File: config.mk
export PLATFORM = sky130hd
export DESIGN_NAME = graph_traversal_bfs_dfs
export DESIGN_NICKNAME = d
export VERILOG_FILES = /design/src/hw/rtl/gt_pkg.sv /design/src/hw/rtl/gt_front.sv /design/src/hw/rtl/gt_engine.sv /design/src/hw/rtl/graph_traversal_bfs_dfs.sv
export VERILOG_INCLUDE_DIRS = /design/src /design/src/hw/rtl
export SDC_FILE = /design/constraint.sdc
export NUM_CORES = 1
export LEC_CHECK = 0
export BUFFER_PORTS_ARGS = -buffer_cell sky130_fd_sc_hd__buf_2
export CORE_ASPECT_RATIO = 0.9
export CORE_MARGIN = 1.5
export CORE_UTILIZATION = 55
export CTS_CLUSTER_SIZE = 16
export DETAILED_ROUTE_END_ITERATION = 16
export PLACE_DENSITY = 0.7
export SYNTH_ARGS = -nofsm -noshare
export SYNTH_HDL_FRONTEND = slang
export SYNTH_SLANG_ARGS = --single-unit
File: constraint.sdc
create_clock -name clk -period 4.4 [get_ports clk]
set_input_delay 0.66 -clock clk [delete_from_list [all_inputs] [get_ports clk]]
set_output_delay 0.66 -clock clk [all_outputs]
set_load 0.01 [all_outputs]
File: src/hw/rtl/graph_traversal_bfs_dfs_assert.svh
// Assertion macros shared by the graph traversal RTL.
// Used by gt_front and gt_engine; no other dependencies.
`ifndef GRAPH_TRAVERSAL_BFS_DFS_ASSERT_SVH
`define GRAPH_TRAVERSAL_BFS_DFS_ASSERT_SVH

// invariant checked at every clock edge out of reset
`define GT_ASSERT(lbl, ck, rn, expr, msg) \
  lbl: assert property (@(posedge ck) disable iff (!rn) (expr)) else $error(msg);

// cause in one cycle, effect in the next
`define GT_ASSERT_NEXT(lbl, ck, rn, ante, cons, msg) \
  lbl: assert property (@(posedge ck) disable iff (!rn) (ante) |=> (cons)) else $error(msg);

`endif

File: src/hw/rtl/gt_pkg.sv
// Types and constants for the graph traversal block.
// No dependencies; imported by gt_front, gt_engine and the top level.
package gt_pkg;

  localparam int MAX_RESULTS   = 16;
  localparam int OUT_NAME_BITS = 8;
  localparam int MAX_NAME_BITS = 16;

  typedef enum logic [1:0] {
    OP_CLEAR      = 2'd0,
    OP_ADD_VERTEX = 2'd1,
    OP_ADD_EDGE   = 2'd2,
    OP_TRAVERSE   = 2'd3
  } op_t;

  typedef enum logic [1:0] {
    ST_OK      = 2'd0,
    ST_FULL    = 2'd1,
    ST_UNKNOWN = 2'd2,
    ST_DUP     = 2'd3
  } status_t;

  typedef enum logic [3:0] {
    S_IDLE,
    S_EMIT,
    S_SRCH,
    S_SCMP,
    S_DECIDE,
    S_POP,
    S_VCHK,
    S_VISIT,
    S_ESCAN,
    S_ECHK,
    S_FINISH
  } eng_state_t;

  typedef struct packed {
    op_t                      op;
    logic [MAX_NAME_BITS-1:0] a;
    logic [MAX_NAME_BITS-1:0] b;
  } cmd_t;

  typedef struct packed {
    logic [OUT_NAME_BITS-1:0] name;
    status_t                  status;
    logic                     last;
  } res_t;

endpackage

File: src/hw/rtl/gt_front.sv
// Front end: accepts input beats, decodes them into commands and holds
// them in a two-entry queue. Depends on gt_pkg and the assert macros.
`include "graph_traversal_bfs_dfs_assert.svh"

module gt_front import gt_pkg::*; #(
  parameter int NAME_BITS = 8
) (
  input  logic                 clk,
  input  logic                 rst_n,
  input  logic                 in_valid,
  output logic                 in_ready,
  input  logic [1:0]           in_op,
  input  logic [NAME_BITS-1:0] in_first,
  input  logic [NAME_BITS-1:0] in_second,
  output logic                 cmd_valid,
  output cmd_t                 cmd,
  input  logic                 cmd_pop
);

  cmd_t       q_r [2];
  logic       wr_ptr_r, rd_ptr_r;
  logic [1:0] cnt_r;
  logic       push;
  cmd_t       dec;

  assign in_ready  = (cnt_r != 2'd2);
  assign push      = in_valid && in_ready;
  assign cmd_valid = (cnt_r != 2'd0);
  assign cmd       = q_r[rd_ptr_r];

  always_comb begin
    dec.op = op_t'(in_op);
    dec.a  = MAX_NAME_BITS'(in_first);
    dec.b  = MAX_NAME_BITS'(in_second);
  end

  always_ff @(posedge clk) begin
    if (push) q_r[wr_ptr_r] <= dec;
  end

  always_ff @(posedge clk) begin
    if (!rst_n) begin
      wr_ptr_r <= 1'b0;
      rd_ptr_r <= 1'b0;
      cnt_r    <= 2'd0;
    end else begin
      if (push) wr_ptr_r <= ~wr_ptr_r;
      if (cmd_pop) rd_ptr_r <= ~rd_ptr_r;
      case ({push, cmd_pop})
        2'b10:   cnt_r <= cnt_r + 2'd1;
        2'b01:   cnt_r <= cnt_r - 2'd1;
        default: cnt_r <= cnt_r;
      endcase
    end
  end

  `GT_ASSERT(a_cnt_range, clk, rst_n, cnt_r <= 2'd2, "queue count out of range")
  `GT_ASSERT(a_pop_nonempty, clk, rst_n, !cmd_pop || cnt_r != 2'd0, "pop from empty queue")
  `GT_ASSERT_NEXT(a_push_fills, clk, rst_n, push && !cmd_pop && cnt_r == 2'd0,
    cnt_r == 2'd1, "push into empty queue lost")

endmodule

File: src/hw/rtl/gt_engine.sv
// Back end: vertex and edge stores, search, and BFS/DFS traversal with a
// shared work list memory and an output register. Depends on gt_pkg.
`include "graph_traversal_bfs_dfs_assert.svh"

module gt_engine import gt_pkg::*; #(
  parameter int MAX_VERTICES = 16,
  parameter int MAX_EDGES    = 64,
  parameter int NAME_BITS    = 8
) (
  input  logic clk,
  input  logic rst_n,
  input  logic mode,
  input  logic cmd_valid,
  input  cmd_t cmd,
  output logic cmd_pop,
  input  logic out_ready,
  output logic out_valid,
  output res_t out_res
);

  localparam int VI_W = (MAX_VERTICES > 1) ? $clog2(MAX_VERTICES) : 1;
  localparam int VT_W = $clog2(MAX_VERTICES + 1);
  localparam int EI_W = (MAX_EDGES > 1) ? $clog2(MAX_EDGES) : 1;
  localparam int ET_W = $clog2(MAX_EDGES + 1);
  localparam int WI_W = $clog2(MAX_EDGES + 1);
  localparam int WT_W = $clog2(MAX_EDGES + 2);
  localparam int RC_W = $clog2(MAX_RESULTS + 1);

  eng_state_t state_r, state_nxt;
  op_t        op_r, op_nxt;
  logic [NAME_BITS-1:0] a_r, a_nxt, b_r, b_nxt;
  logic [VT_W-1:0] i_r, i_nxt, vtot_r, vtot_nxt;
  logic fa_r, fa_nxt, fb_r, fb_nxt;
  logic [VI_W-1:0] ia_r, ia_nxt, ib_r, ib_nxt, v_r, v_nxt;
  status_t status_r, status_nxt;
  logic [ET_W-1:0] etot_r, etot_nxt, e_r, e_nxt;
  logic [WT_W-1:0] head_r, head_nxt, tail_r, tail_nxt, tail_m1;
  logic [RC_W-1:0] nres_r, nres_nxt;
  logic pend_v_r, pend_v_nxt, dfs_r, dfs_nxt;
  logic [NAME_BITS-1:0] pend_name_r, pend_name_nxt;
  logic [MAX_VERTICES-1:0] visited_r, visited_nxt;
  logic out_valid_r, out_valid_nxt;
  res_t out_res_r, out_res_nxt;

  // memories
  logic [NAME_BITS-1:0] vname_mem [MAX_VERTICES];
  logic [2*VI_W-1:0]    edge_mem  [MAX_EDGES];
  logic [VI_W-1:0]      work_mem  [MAX_EDGES+1];
  logic [NAME_BITS-1:0] vname_rd_r;
  logic [2*VI_W-1:0]    edge_rd_r;
  logic [VI_W-1:0]      work_rd_r;

  logic vname_we, vname_re, edge_we, edge_re, work_we, work_re;
  logic [VI_W-1:0] vname_wa, vname_ra;
  logic [EI_W-1:0] edge_wa;
  logic [WI_W-1:0] work_wa, work_ra;
  logic [VI_W-1:0] work_wd, e_src, e_tgt;
  logic out_free;
  logic [MAX_NAME_BITS-1:0] pend_wide;

  assign out_free  = !out_valid_r || out_ready;
  assign out_valid = out_valid_r;
  assign out_res   = out_res_r;
  assign tail_m1   = tail_r - WT_W'(1);
  assign e_src     = edge_rd_r[2*VI_W-1:VI_W];
  assign e_tgt     = edge_rd_r[VI_W-1:0];
  assign pend_wide = MAX_NAME_BITS'(pend_name_r);
  assign vname_ra  = (state_r == S_SRCH) ? i_r[VI_W-1:0] : work_rd_r;
  assign work_ra   = dfs_r ? tail_m1[WI_W-1:0] : head_r[WI_W-1:0];

  always_ff @(posedge clk) begin
    if (vname_we) vname_mem[vname_wa] <= a_r;
    if (vname_re) vname_rd_r <= vname_mem[vname_ra];
  end

  always_ff @(posedge clk) begin
    if (edge_we) edge_mem[edge_wa] <= {ia_r, ib_r};
    if (edge_re) edge_rd_r <= edge_mem[e_r[EI_W-1:0]];
  end

  always_ff @(posedge clk) begin
    if (work_we) work_mem[work_wa] <= work_wd;
    if (work_re) work_rd_r <= work_mem[work_ra];
  end

  always_ff @(posedge clk) begin
    if (!rst_n) begin
      state_r     <= S_IDLE;
      vtot_r      <= '0;
      etot_r      <= '0;
      head_r      <= '0;
      tail_r      <= '0;
      nres_r      <= '0;
      pend_v_r    <= 1'b0;
      dfs_r       <= 1'b0;
      visited_r   <= '0;
      out_valid_r <= 1'b0;
      op_r        <= OP_CLEAR;
      status_r    <= ST_OK;
      i_r         <= '0;
      e_r         <= '0;
      fa_r        <= 1'b0;
      fb_r        <= 1'b0;
    end else begin
      state_r     <= state_nxt;
      vtot_r      <= vtot_nxt;
      etot_r      <= etot_nxt;
      head_r      <= head_nxt;
      tail_r      <= tail_nxt;
      nres_r      <= nres_nxt;
      pend_v_r    <= pend_v_nxt;
      dfs_r       <= dfs_nxt;
      visited_r   <= visited_nxt;
      out_valid_r <= out_valid_nxt;
      op_r        <= op_nxt;
      status_r    <= status_nxt;
      i_r         <= i_nxt;
      e_r         <= e_nxt;
      fa_r        <= fa_nxt;
      fb_r        <= fb_nxt;
    end
  end

  always_ff @(posedge clk) begin
    a_r         <= a_nxt;
    b_r         <= b_nxt;
    ia_r        <= ia_nxt;
    ib_r        <= ib_nxt;
    v_r         <= v_nxt;
    pend_name_r <= pend_name_nxt;
    out_res_r   <= out_res_nxt;
  end

  always_comb begin
    state_nxt     = state_r;
    op_nxt        = op_r;
    a_nxt         = a_r;
    b_nxt         = b_r;
    i_nxt         = i_r;
    vtot_nxt      = vtot_r;
    fa_nxt        = fa_r;
    fb_nxt        = fb_r;
    ia_nxt        = ia_r;
    ib_nxt        = ib_r;
    v_nxt         = v_r;
    status_nxt    = status_r;
    etot_nxt      = etot_r;
    e_nxt         = e_r;
    head_nxt      = head_r;
    tail_nxt      = tail_r;
    nres_nxt      = nres_r;
    pend_v_nxt    = pend_v_r;
    pend_name_nxt = pend_name_r;
    dfs_nxt       = dfs_r;
    visited_nxt   = visited_r;
    out_valid_nxt = out_valid_r && !out_ready;
    out_res_nxt   = out_res_r;
    cmd_pop       = 1'b0;
    vname_we      = 1'b0;
    vname_re      = 1'b0;
    vname_wa      = vtot_r[VI_W-1:0];
    edge_we       = 1'b0;
    edge_re       = 1'b0;
    edge_wa       = etot_r[EI_W-1:0];
    work_we       = 1'b0;
    work_re       = 1'b0;
    work_wa       = tail_r[WI_W-1:0];
    work_wd       = ia_r;

    case (state_r)
      S_IDLE: begin
        if (cmd_valid) begin
          cmd_pop = 1'b1;
          op_nxt  = cmd.op;
          a_nxt   = cmd.a[NAME_BITS-1:0];
          b_nxt   = cmd.b[NAME_BITS-1:0];
          i_nxt   = '0;
          fa_nxt  = 1'b0;
          fb_nxt  = 1'b0;
          if (cmd.op == OP_CLEAR) begin
            vtot_nxt   = '0;
            etot_nxt   = '0;
            status_nxt = ST_OK;
            state_nxt  = S_EMIT;
          end else begin
            state_nxt = S_SRCH;
          end
        end
      end
      S_EMIT: begin
        if (out_free) begin
          out_valid_nxt = 1'b1;
          out_res_nxt   = '{name: '0, status: status_r, last: 1'b1};
          state_nxt     = S_IDLE;
        end
      end
      S_SRCH: begin
        if (i_r < vtot_r) begin
          vname_re  = 1'b1;
          state_nxt = S_SCMP;
        end else begin
          state_nxt = S_DECIDE;
        end
      end
      S_SCMP: begin
        if (!fa_r && vname_rd_r == a_r) begin
          fa_nxt = 1'b1;
          ia_nxt = i_r[VI_W-1:0];
        end
        if (!fb_r && vname_rd_r == b_r) begin
          fb_nxt = 1'b1;
          ib_nxt = i_r[VI_W-1:0];
        end
        i_nxt     = i_r + VT_W'(1);
        state_nxt = S_SRCH;
      end
      S_DECIDE: begin
        state_nxt = S_EMIT;
        case (op_r)
          OP_ADD_VERTEX: begin
            if (fa_r) status_nxt = ST_DUP;
            else if (vtot_r == VT_W'(MAX_VERTICES)) status_nxt = ST_FULL;
            else begin
              vname_we   = 1'b1;
              vtot_nxt   = vtot_r + VT_W'(1);
              status_nxt = ST_OK;
            end
          end
          OP_ADD_EDGE: begin
            if (!fa_r || !fb_r) status_nxt = ST_UNKNOWN;
            else if (etot_r == ET_W'(MAX_EDGES)) status_nxt = ST_FULL;
            else begin
              edge_we    = 1'b1;
              etot_nxt   = etot_r + ET_W'(1);
              status_nxt = ST_OK;
            end
          end
          OP_TRAVERSE: begin
            if (!fa_r) begin
              status_nxt = ST_UNKNOWN;
            end else begin
              work_we     = 1'b1;
              work_wa     = '0;
              work_wd     = ia_r;
              head_nxt    = '0;
              tail_nxt    = WT_W'(1);
              nres_nxt    = '0;
              pend_v_nxt  = 1'b0;
              dfs_nxt     = mode;
              visited_nxt = '0;
              // BFS marks on enqueue, so the start is marked now
              if (!mode) visited_nxt[ia_r] = 1'b1;
              state_nxt   = S_POP;
            end
          end
          default: status_nxt = ST_OK;
        endcase
      end
      S_POP: begin
        if ((dfs_r ? (tail_r != '0) : (head_r < tail_r)) &&
            (nres_r < RC_W'(MAX_RESULTS))) begin
          work_re = 1'b1;
          if (dfs_r) tail_nxt = tail_m1;
          else head_nxt = head_r + WT_W'(1);
          state_nxt = S_VCHK;
        end else begin
          state_nxt = S_FINISH;
        end
      end
      S_VCHK: begin
        v_nxt = work_rd_r;
        if (dfs_r && visited_r[work_rd_r]) begin
          state_nxt = S_POP;
        end else begin
          vname_re  = 1'b1;
          state_nxt = S_VISIT;
        end
      end
      S_VISIT: begin
        // previous visit goes out only now that we know it is not the last
        if (!pend_v_r || out_free) begin
          if (pend_v_r) begin
            out_valid_nxt = 1'b1;
            out_res_nxt   = '{name: pend_wide[OUT_NAME_BITS-1:0], status: ST_OK,
                              last: 1'b0};
          end
          pend_v_nxt    = 1'b1;
          pend_name_nxt = vname_rd_r;
          nres_nxt      = nres_r + RC_W'(1);
          if (dfs_r) visited_nxt[v_r] = 1'b1;
          e_nxt         = '0;
          state_nxt     = S_ESCAN;
        end
      end
      S_ESCAN: begin
        if (e_r < etot_r) begin
          edge_re   = 1'b1;
          state_nxt = S_ECHK;
        end else begin
          state_nxt = S_POP;
        end
      end
      S_ECHK: begin
        work_wd = e_tgt;
        if (e_src == v_r) begin
          if (dfs_r || !visited_r[e_tgt]) begin
            if (!dfs_r) visited_nxt[e_tgt] = 1'b1;
            if (tail_r < WT_W'(MAX_EDGES + 1)) begin
              work_we  = 1'b1;
              tail_nxt = tail_r + WT_W'(1);
            end
          end
        end
        e_nxt     = e_r + ET_W'(1);
        state_nxt = S_ESCAN;
      end
      S_FINISH: begin
        if (out_free) begin
          out_valid_nxt = 1'b1;
          out_res_nxt   = '{name: pend_wide[OUT_NAME_BITS-1:0], status: ST_OK,
                            last: 1'b1};
          state_nxt     = S_IDLE;
        end
      end
      default: state_nxt = S_IDLE;
    endcase
  end

  `GT_ASSERT(a_vtot_range, clk, rst_n, vtot_r <= VT_W'(MAX_VERTICES),
    "vertex count overflow")
  `GT_ASSERT(a_tail_range, clk, rst_n, tail_r <= WT_W'(MAX_EDGES + 1),
    "work list overflow")
  `GT_ASSERT_NEXT(a_finish_last, clk, rst_n, state_r == S_FINISH && out_free,
    out_valid_r && out_res_r.last, "traversal end without last beat")

endmodule

File: src/hw/rtl/graph_traversal_bfs_dfs.sv
// Graph store with BFS/DFS traversal. A load item compares the names of
// all V stored vertices in turn, each read in S_SRCH and compared in S_SCMP;
// a traversal scans all E stored edges in the single-port edge memory
// per visited vertex, and a revisited DFS pop is dropped in S_VCHK.
// One item is worked at a time. Reset (rst_n low, synchronous) empties the
// graph and sets BFS mode; memories keep contents, no clearing pass.
module graph_traversal_bfs_dfs import gt_pkg::*; #(
  parameter int MAX_VERTICES = 16,
  parameter int MAX_EDGES    = 64,
  parameter int NAME_BITS    = 8
) (
  input  logic clk,
  input  logic rst_n,
  input  logic in_tvalid,
  output logic in_tready,
  // op, first_name, second_name, zero pad
  input  logic [((2*NAME_BITS+2+7)/8)*8-1:0] in_tdata,
  output logic out_tvalid,
  input  logic out_tready,
  // visited_name, status, zero pad
  output logic [15:0] out_tdata,
  output logic out_tlast,
  input  logic cfg_wr_en,
  input  logic cfg_wr_data
);

  logic mode_r;
  logic cmd_valid, cmd_pop;
  cmd_t cmd;
  res_t res;

  always_ff @(posedge clk) begin
    if (!rst_n) mode_r <= 1'b0;
    else if (cfg_wr_en) mode_r <= cfg_wr_data;
  end

  gt_front #(.NAME_BITS(NAME_BITS)) u_front (
    .clk       (clk),
    .rst_n     (rst_n),
    .in_valid  (in_tvalid),
    .in_ready  (in_tready),
    .in_op     (in_tdata[1:0]),
    .in_first  (in_tdata[2 +: NAME_BITS]),
    .in_second (in_tdata[2+NAME_BITS +: NAME_BITS]),
    .cmd_valid (cmd_valid),
    .cmd       (cmd),
    .cmd_pop   (cmd_pop)
  );

  gt_engine #(
    .MAX_VERTICES (MAX_VERTICES),
    .MAX_EDGES    (MAX_EDGES),
    .NAME_BITS    (NAME_BITS)
  ) u_engine (
    .clk       (clk),
    .rst_n     (rst_n),
    .mode      (mode_r),
    .cmd_valid (cmd_valid),
    .cmd       (cmd),
    .cmd_pop   (cmd_pop),
    .out_ready (out_tready),
    .out_valid (out_tvalid),
    .out_res   (res)
  );

  assign out_tdata = {6'b0, res.status, res.name};
  assign out_tlast = res.last;

endmodule
==> results.md, run 1 <==
- Outcome: finished with violations
- Failing checks: design-rule violations
- Global route overflow: 0
- Core Util, Final: 62.2%
- Vias: 25,400
- PostCTS Resize Cnt: 0
- Slew margin rel.: 12.9%
- Synth unique cells: 81
- Area growth syn-to-layout: 11.7%
- Clock power frac: 40.8%
- I/O Pins: 49
- Vias per cell: 6.45
- Critical path class: reg -> reg
- Crit. Startpoint: u_engine.state_r[1]
- # Post-CTS Setup Buffers: 0
- Comb pwr share: roughly 5.8%
- DRT Pass-1 Iters: 12
- Post-synth top cells: edfxtp_1, nor2_1, mux4_2
- Reg-to-reg startpoint: u_engine.state_r[1]
- Final Cell Area: 49,600 um2
- Internal: 17,200 uW
- Worst-margin pin slew: 1.30 ns
- Final Hold Viols: 0
- Tcrit/Tclk final: 85.5%
- Dominant cell type by area after synthesis: edfxtp_1
- # fillers: 5,589
- Switch share: 22.5%
- Die ar.: 82,400 um2
- Top cell type's share of synthesized area: 67.8%
- Clk_lat worst skew: 0.69 ns
- Critical Path Sink Type: register
- Depth of the worst register-to-register path: 7
- CTS max path bufs: 3
- WHS: 0.182 ns
- Worst setup SP type: register
- Met2 Use GR: 38.6%
- Iteration-0 DRC Markers: 3,254
- Hold-fix buffers, CTS: 0
- Setup Skew: about 0.024 ns
- CP max stage cell: mux2i_4
- CP Data Arrival Time: 4.17 ns
- Mapped Area: 44,400 um2
- Setup TNS: 0 ns
- RSZ-0062 raised after global routing: false
- Global placement routability congestion: 0.899
- Clock Pin Slew Worst Setup and Hold Paths: 0.06 ns
- Synth Instances: 2,699
- GRT met1 Usage: a little under two fifths
- Met3 usage: 4.31%
- Critical Path RT: 4.81 ns
- Maximum vdd drop: 0.535 mV
- IO buf count: 36
- All-Layer GR Usage: 25.2%
- Layout Nets: 2,847
- Crit path max fanout: 19
- Aggregate routed wire length: 102,000 um
- Sequential share of power: approximately 53%
- Post-Syn Area per Cell: 16.4 um2
- DRC: 2
- Pins Over Slew Limit: 0
- Largest net degree at the start of global routing: 71
- Leak Pwr: 0.0149 uW
- EDFF count, synth: ~1,000
- Cells along the critical path: nand2b_1 -> nor3_4 -> mux2i_4 -> buf_4 -> mux4_2 -> a211oi_1 -> a21oi_1
- Min-delay src: in_tdata[5]
- CTS Buf Count: 107
- Layout cells sized above 1: 19.6%
- First-pass GRT wire length: 155,000 um
- FF+latch count, synth: between 1,000 and 1,500
- Psw: 4980 uW
- Placed inst area: between 40,000 and 50,000 um2
- Hold endpoint: u_front.q_r[1][11]
- Die Y: 273 um
- Fin crit period: 3.76 ns
- Clock sinks: 1,081
- Top Usage Layer GRT: met2
- Largest cells by area after synthesis: edfxtp_1, mux4_2, dfxtp_1
- Routed WL per cell: 26.1 um
- Core footprint: 79,700 um2
- Vias in the first global route: ~25,000
- Post-synthesis async set-or-reset flop share: 0%
- Max_cap viols: 0
- Final Worst Setup Slack: ~0.64 ns
- Main synth FF type: edfxtp_1
- H-tree depth: 3
- CTS root buffer: clkbuf_16
- FF-to-FF setup slack: 0.64 ns
- Hold Path Class: in -> reg
- Hpwl dp: 64,100 um
- CTS tree: built
- Fmax: 266 MHz
- Register area share after synthesis: 71.4%
- Die width: 302 um
- Final setup violation count: 0
- Most frequent cell after synthesis: edfxtp_1
- Site Rows: roughly 100
- Initial antenna violation count: 6
- Max stage delay on crit path: 0.81 ns
- Power Density: ~450 nW/um2
- R2R Path End: u_engine.vname_rd_r[5]
- Synth warn: 0
- Setup WS pre-CTS: 0.691 ns
- Initial Util: between 50% and 60%
- WHS Path Cells: 1
- DRT antenna net count: 0
[sequential cells by signal, summed over array words and instances, names as in the netlist, 8 cells and up, named ones only]
register	cells
u_engine.a_r	8
u_engine.b_r	8
u_engine.edge_mem	512
u_engine.edge_rd_r	8
u_engine.out_res	11
u_engine.pend_name_r	8
u_engine.visited_r	16
u_engine.vname_mem	128
u_engine.vname_rd_r	8
u_engine.work_mem	260
u_front.q_r	36
[metal layers]
layer / routed length, um / vias to the layer above
li1: - / 10900
met1: 43000 / 13000
met2: 47800 / 1292
met3: 9590 / 172
met4: 1970 / 8
met5: 46 / -
[worst max-delay path: cells and delay by family, from the launching register on]
| kind | cells | cell delay (ns) |
|---|---|---|
| simple gates | 2 | 0.70 |
| buf+inv | 1 | 0.28 |
| compound gates | 2 | 0.53 |
| flops | 1 | 0.66 |
| mux | 2 | 1.31 |
[how the worst max path moves through the flow]
stage | to | slack, ns | cells after the start
finish | u_engine.vname_rd_r[5] | 0.64 | 7
detailed placement | u_engine.vname_rd_r[5] | 0.69 | 7
global route | u_engine.vname_rd_r[5] | 0.32 | 7
CTS | u_engine.vname_rd_r[3] | 0.68 | 7
floorplan | u_engine.edge_rd_r[0] | 1.45 | 6
global placement | u_engine.vname_rd_r[3] | 0.75 | 7
[power groups by stage]
stage,Combinational (uW),Clock [uW],Sequential [uW]
final,1270,9040,11800
after CTS,1270,9140,11800
after global placement,1230,0,12000
after floorplan,990,0,11900
after detailed placement,1260,0,12000
after global routing,1400,9520,11900
[cells in the final DEF (no fill, tap or decap), types with 10 or more instances in the layout]
cell / Yosys / layout
a21oi_1: 198 / 196
clkinv_1: 1 / 22
buf_2: 22 / 37
nand4_1: 11 / 11
edfxtp_1: 1003 / 1003
mux2_2: 17 / 17
or2_2: 12 / 12
dfxtp_1: 78 / 75
xnor2_1: 29 / 29
a32oi_1: 16 / 16
clkbuf_16: 0 / 107
a21o_1: 30 / 30
mux4_2: 209 / 209
nand2_1: 96 / 91
a31oi_1: 15 / 15
ha_1: 29 / 29
a211oi_1: 35 / 35
a221oi_1: 12 / 12
o21ai_0: 83 / 82
clkbuf_1: 92 / 24
nor3_1: 49 / 48
buf_4: 8 / 90
nor2b_1: 23 / 23
o31ai_1: 16 / 16
inv_1: 24 / 24
nor4_1: 23 / 23
and3_1: 26 / 26
clkinv_2: 0 / 17
bufinv_16: 0 / 10
nor2_1: 284 / 284
nand2b_1: 14 / 14
nand3_1: 57 / 57
o22ai_1: 19 / 19
mux2i_1: 21 / 18
[kinds of logic (layout without fill, tap and decap cells)]
kind of cell / count (synthesis) / after routing / share of synthesized area [%]
compound gates: 490 / 490 / 7.01
xor+xnor: 37 / 37 / 0.730
fa+ha+maj: 29 / 29 / 0.817
buf+inv: 184 / 358 / 1.97
flops: 1081 / 1081 / 71.4
mux: 248 / 248 / 11.6
other cells: 1 / 8 / 0.00845
simple gates: 629 / 629 / 6.54
[final cells by class]
type                            count  area, um2  share of cell area [%]
Tap cell                         1050       1310                    2.65
Sequential cell                  1081      31700                    63.9
Multi-Input combinational cell   1439      12000                    24.1
Inverter                           25       93.8                   0.189
Clock inverter                     67        732                    1.48
Antenna cell                        2       5.00                  0.0101
Timing Repair Buffer              134       1000                    2.02
Clock buffer                      132       2780                    5.61
[metrics by stage]
| step | instances | total power (uW) |
|---|---|---|
| after floorplan | 2704 | 12900 |
| after CTS | 3927 | 22200 |
| after detailed placement | 3728 | 13300 |
| after global placement | 3728 | 13200 |
| after global routing | 3928 | 22800 |
| final | 3930 | 22100 |
Note: power is estimated with default switching activity, not from simulation.
==> inputs of run 2 (changes only) <==
--- a/config.mk
+++ b/config.mk
@@ -13,6 +13,8 @@
 export CTS_CLUSTER_SIZE = 16
 export DETAILED_ROUTE_END_ITERATION = 16
 export PLACE_DENSITY = 0.7
+export SKIP_CTS_REPAIR_TIMING = 1
 export SYNTH_ARGS = -nofsm -noshare
 export SYNTH_HDL_FRONTEND = slang
+export SYNTH_HIERARCHICAL = 1
 export SYNTH_SLANG_ARGS = --single-unit
==> results.md, run 2 <==
- Layout Nets: 2,836 (was 2,847)
- Mapped Area: 44,400 um2 (about the same)
- Iteration-0 DRC Markers: 3,405 (was 3,254)
- Final setup violation count: 0 (unchanged)
- Fmax: 264 MHz (was 266 MHz)
- CTS root buffer: clkbuf_16 (unchanged)
- Area growth syn-to-layout: 11.6% (was 11.7%)
- Ant diodes: 0 (was 2)
- I/O Pins: 49 (unchanged)
- RSZ-0062 raised after global routing: false (unchanged)
- Vias per cell: 6.48 (was 6.45)
- CP max stage cell: edfxtp_1 (was mux2i_4)
- CTS tree: built (unchanged)
- Critical Path RT: 4.69 ns (was 4.81 ns)
- Global route overflow: 0 (unchanged)
- IO buf count: 36 (unchanged)
- Max reg flops: 512 (unchanged)
- Largest reg by FF count: u_engine/edge_mem (was u_engine.edge_mem)
- Tcrit/Tclk final: 85.9% (was 85.5%)
- Routed WL per cell: 25.8 um (was 26.1 um)
- Crit path max-delay family: simple AND/OR/NAND/NOR gates (was multiplexers)
- Die Y: 272 um (was 273 um)
- # fillers: 5,594 (was 5,589)
- CP Data Arrival Time: 4.07 ns (was 4.17 ns)
- Die width: 302 um (about the same)
- Aggregate routed wire length: 101,000 um (was 102,000 um)
- Post-Syn Area per Cell: 16.3 um2 (was 16.4 um2)
- All-Layer GR Usage: 24.9% (was 25.2%)
- FF-to-FF setup slack: 0.62 ns (was 0.64 ns)
- Final Hold Viols: 0 (unchanged)
- Hpwl dp: 62,100 um (was 64,100 um)
- Most common cell on crit path: mux4_2
- Vias in the first global route: 25,000 (about the same)
- Core Util, Final: 62.1% (was 62.2%)
- Clock sinks: 1,081 (unchanged)
- Outcome: finished clean (was finished with violations)
- WHS: 0.158 ns (was 0.182 ns)
- Setup Skew: 0.0609 ns (was 0.0236 ns)
- Vias: 25,400 (about the same)
- Global placement routability congestion: 0.884 (was 0.899)
- DRC: 0 (was 2)
- Slew margin rel.: 17.9% (was 12.9%)
- Crit path max fanout: 11 (was 19)
- Max stage delay on crit path: 0.70 ns (was 0.81 ns)
- Top Registers: u_engine/edge_mem x512, u_engine/work_mem x260, u_engine/vname_mem x128 (was u_engine.edge_mem x512, u_engine.work_mem x260, u_engine.vname_mem x128)
- DRT Pass-1 Iters: 6 (was 12)
- Largest net degree at the start of global routing: 70 (was 71)
- Critical Path Sink Type: register (unchanged)
- Leading cell type in the layout, fill and taps excluded: edfxtp_1 (unchanged)
- DRT antenna net count: 0 (unchanged)
- Clock Pin Slew Worst Setup and Hold Paths: 0.06 ns (about the same)
- Commonest cells after routing, fill and taps aside: edfxtp_1, nor2_1, mux4_2 (unchanged)
- Initial Util: 55.7% (about the same)
- Worst-margin pin slew: 1.23 ns (was 1.30 ns)
- CTS max path bufs: 3 (unchanged)
- Power Density: 452 nW/um2 (was 446 nW/um2)
- CTS Buf Count: 104 (was 107)
- Critical path class: reg -> reg (unchanged)
- Maximum vdd drop: 0.431 mV (was 0.535 mV)
- Cells along the critical path: mux4_2 -> mux4_2 -> nand2_1 -> and4_1 -> and3_1 -> nand3_1 -> nor2_1 (was nand2b_1 -> nor3_4 -> mux2i_4 -> buf_4 -> mux4_2 -> a211oi_1 -> a21oi_1)
- Worst setup SP type: register (unchanged)
- Site Rows: 98 (unchanged)
- Core footprint: 79,700 um2 (unchanged)
- Initial antenna violation count: 0 (was 6)
- First-pass GRT wire length: 154,000 um (was 155,000 um)
- Placed inst area: 46,000 um2 (was 46,100 um2)
- Synth warn: 6 (was 0)
- Synth Instances: 2,719 (was 2,699)
- Reg area: 31,700 um2 (unchanged)
- Hold Path Class: in -> reg (unchanged)
- Buffers & Inverters on Critical Path: 0 (was 1)
- Setup TNS: 0 ns (unchanged)
- Fin crit period: 3.78 ns (was 3.76 ns)
- Multi-input gate area: 12,100 um2 (was 12,000 um2)
- Final Cell Area: 49,500 um2 (was 49,600 um2)
- Layout cells sized above 1: 18.3% (was 19.6%)
- Leak Pwr: 0.0149 uW (about the same)
- Die ar.: 82,400 um2 (about the same)
- Pins Over Slew Limit: 0 (unchanged)
- H-tree depth: 3 (unchanged)
- Max_cap viols: 0 (unchanged)
- Clk_lat worst skew: 0.69 ns (about the same)
==> run 2: per-stage QoR <==
step	worst slack (ns)	instances	total power (uW)
2_1_floorplan	0.872	2724	12900
3_3_place_gp	0.835	3721	13300
3_5_place_dp	0.735	3721	13400
4_1_cts	0.691	3916	22500
5_1_grt	0.410	3916	23100
6_report	0.618	3916	22400
==> run 2: final timing paths <==
check	startpoint	endpoint	depth (start not counted)
max	u_engine/edge_rd_r[0]	u_engine/work_mem[59][3]	7
max reg2reg	u_engine/edge_rd_r[0]	u_engine/work_mem[59][3]	7
min	in_tdata[14]	u_front/q_r[1][4]	1
min reg2reg	u_engine/nres_r[4]	u_engine/nres_r[4]	1
==> run 2: per-layer routing <==
| layer | part of all wire, % | global-route usage [%] |
|---|---|---|
| met5 | 0 | 0 |
| met4 | 2.7 | 7.08 |
| met3 | 8.9 | 4.04 |
| met2 | 47 | 38.3 |
| met1 | 42 | 37.2 |
==> run 2: worst register-to-register path: stages, from the launching register on <==
cell	delay, ns
edfxtp_1	0.70
mux4_2	0.61
mux4_2	0.50
nand2_1	0.11
and4_1	0.31
and3_1	0.26
nand3_1	0.42
nor2_1	0.47
==> run 2: layout make-up <==
type                    instances  area share, %
well taps                    1050           2.65
clock inverters                55           1.44
flip-flops and latches       1081           64.0
repair buffers                102           1.57
clock buffers                 140           5.73
multi-input cells            1459           24.4
inverters                      29          0.220
==> run 2: power breakdown <==
| part | internal [uW] | switching (uW) |
|---|---|---|
| clock network | 5330 | 3850 |
| logic | 551 | 853 |
| registers | 11500 | 290 |
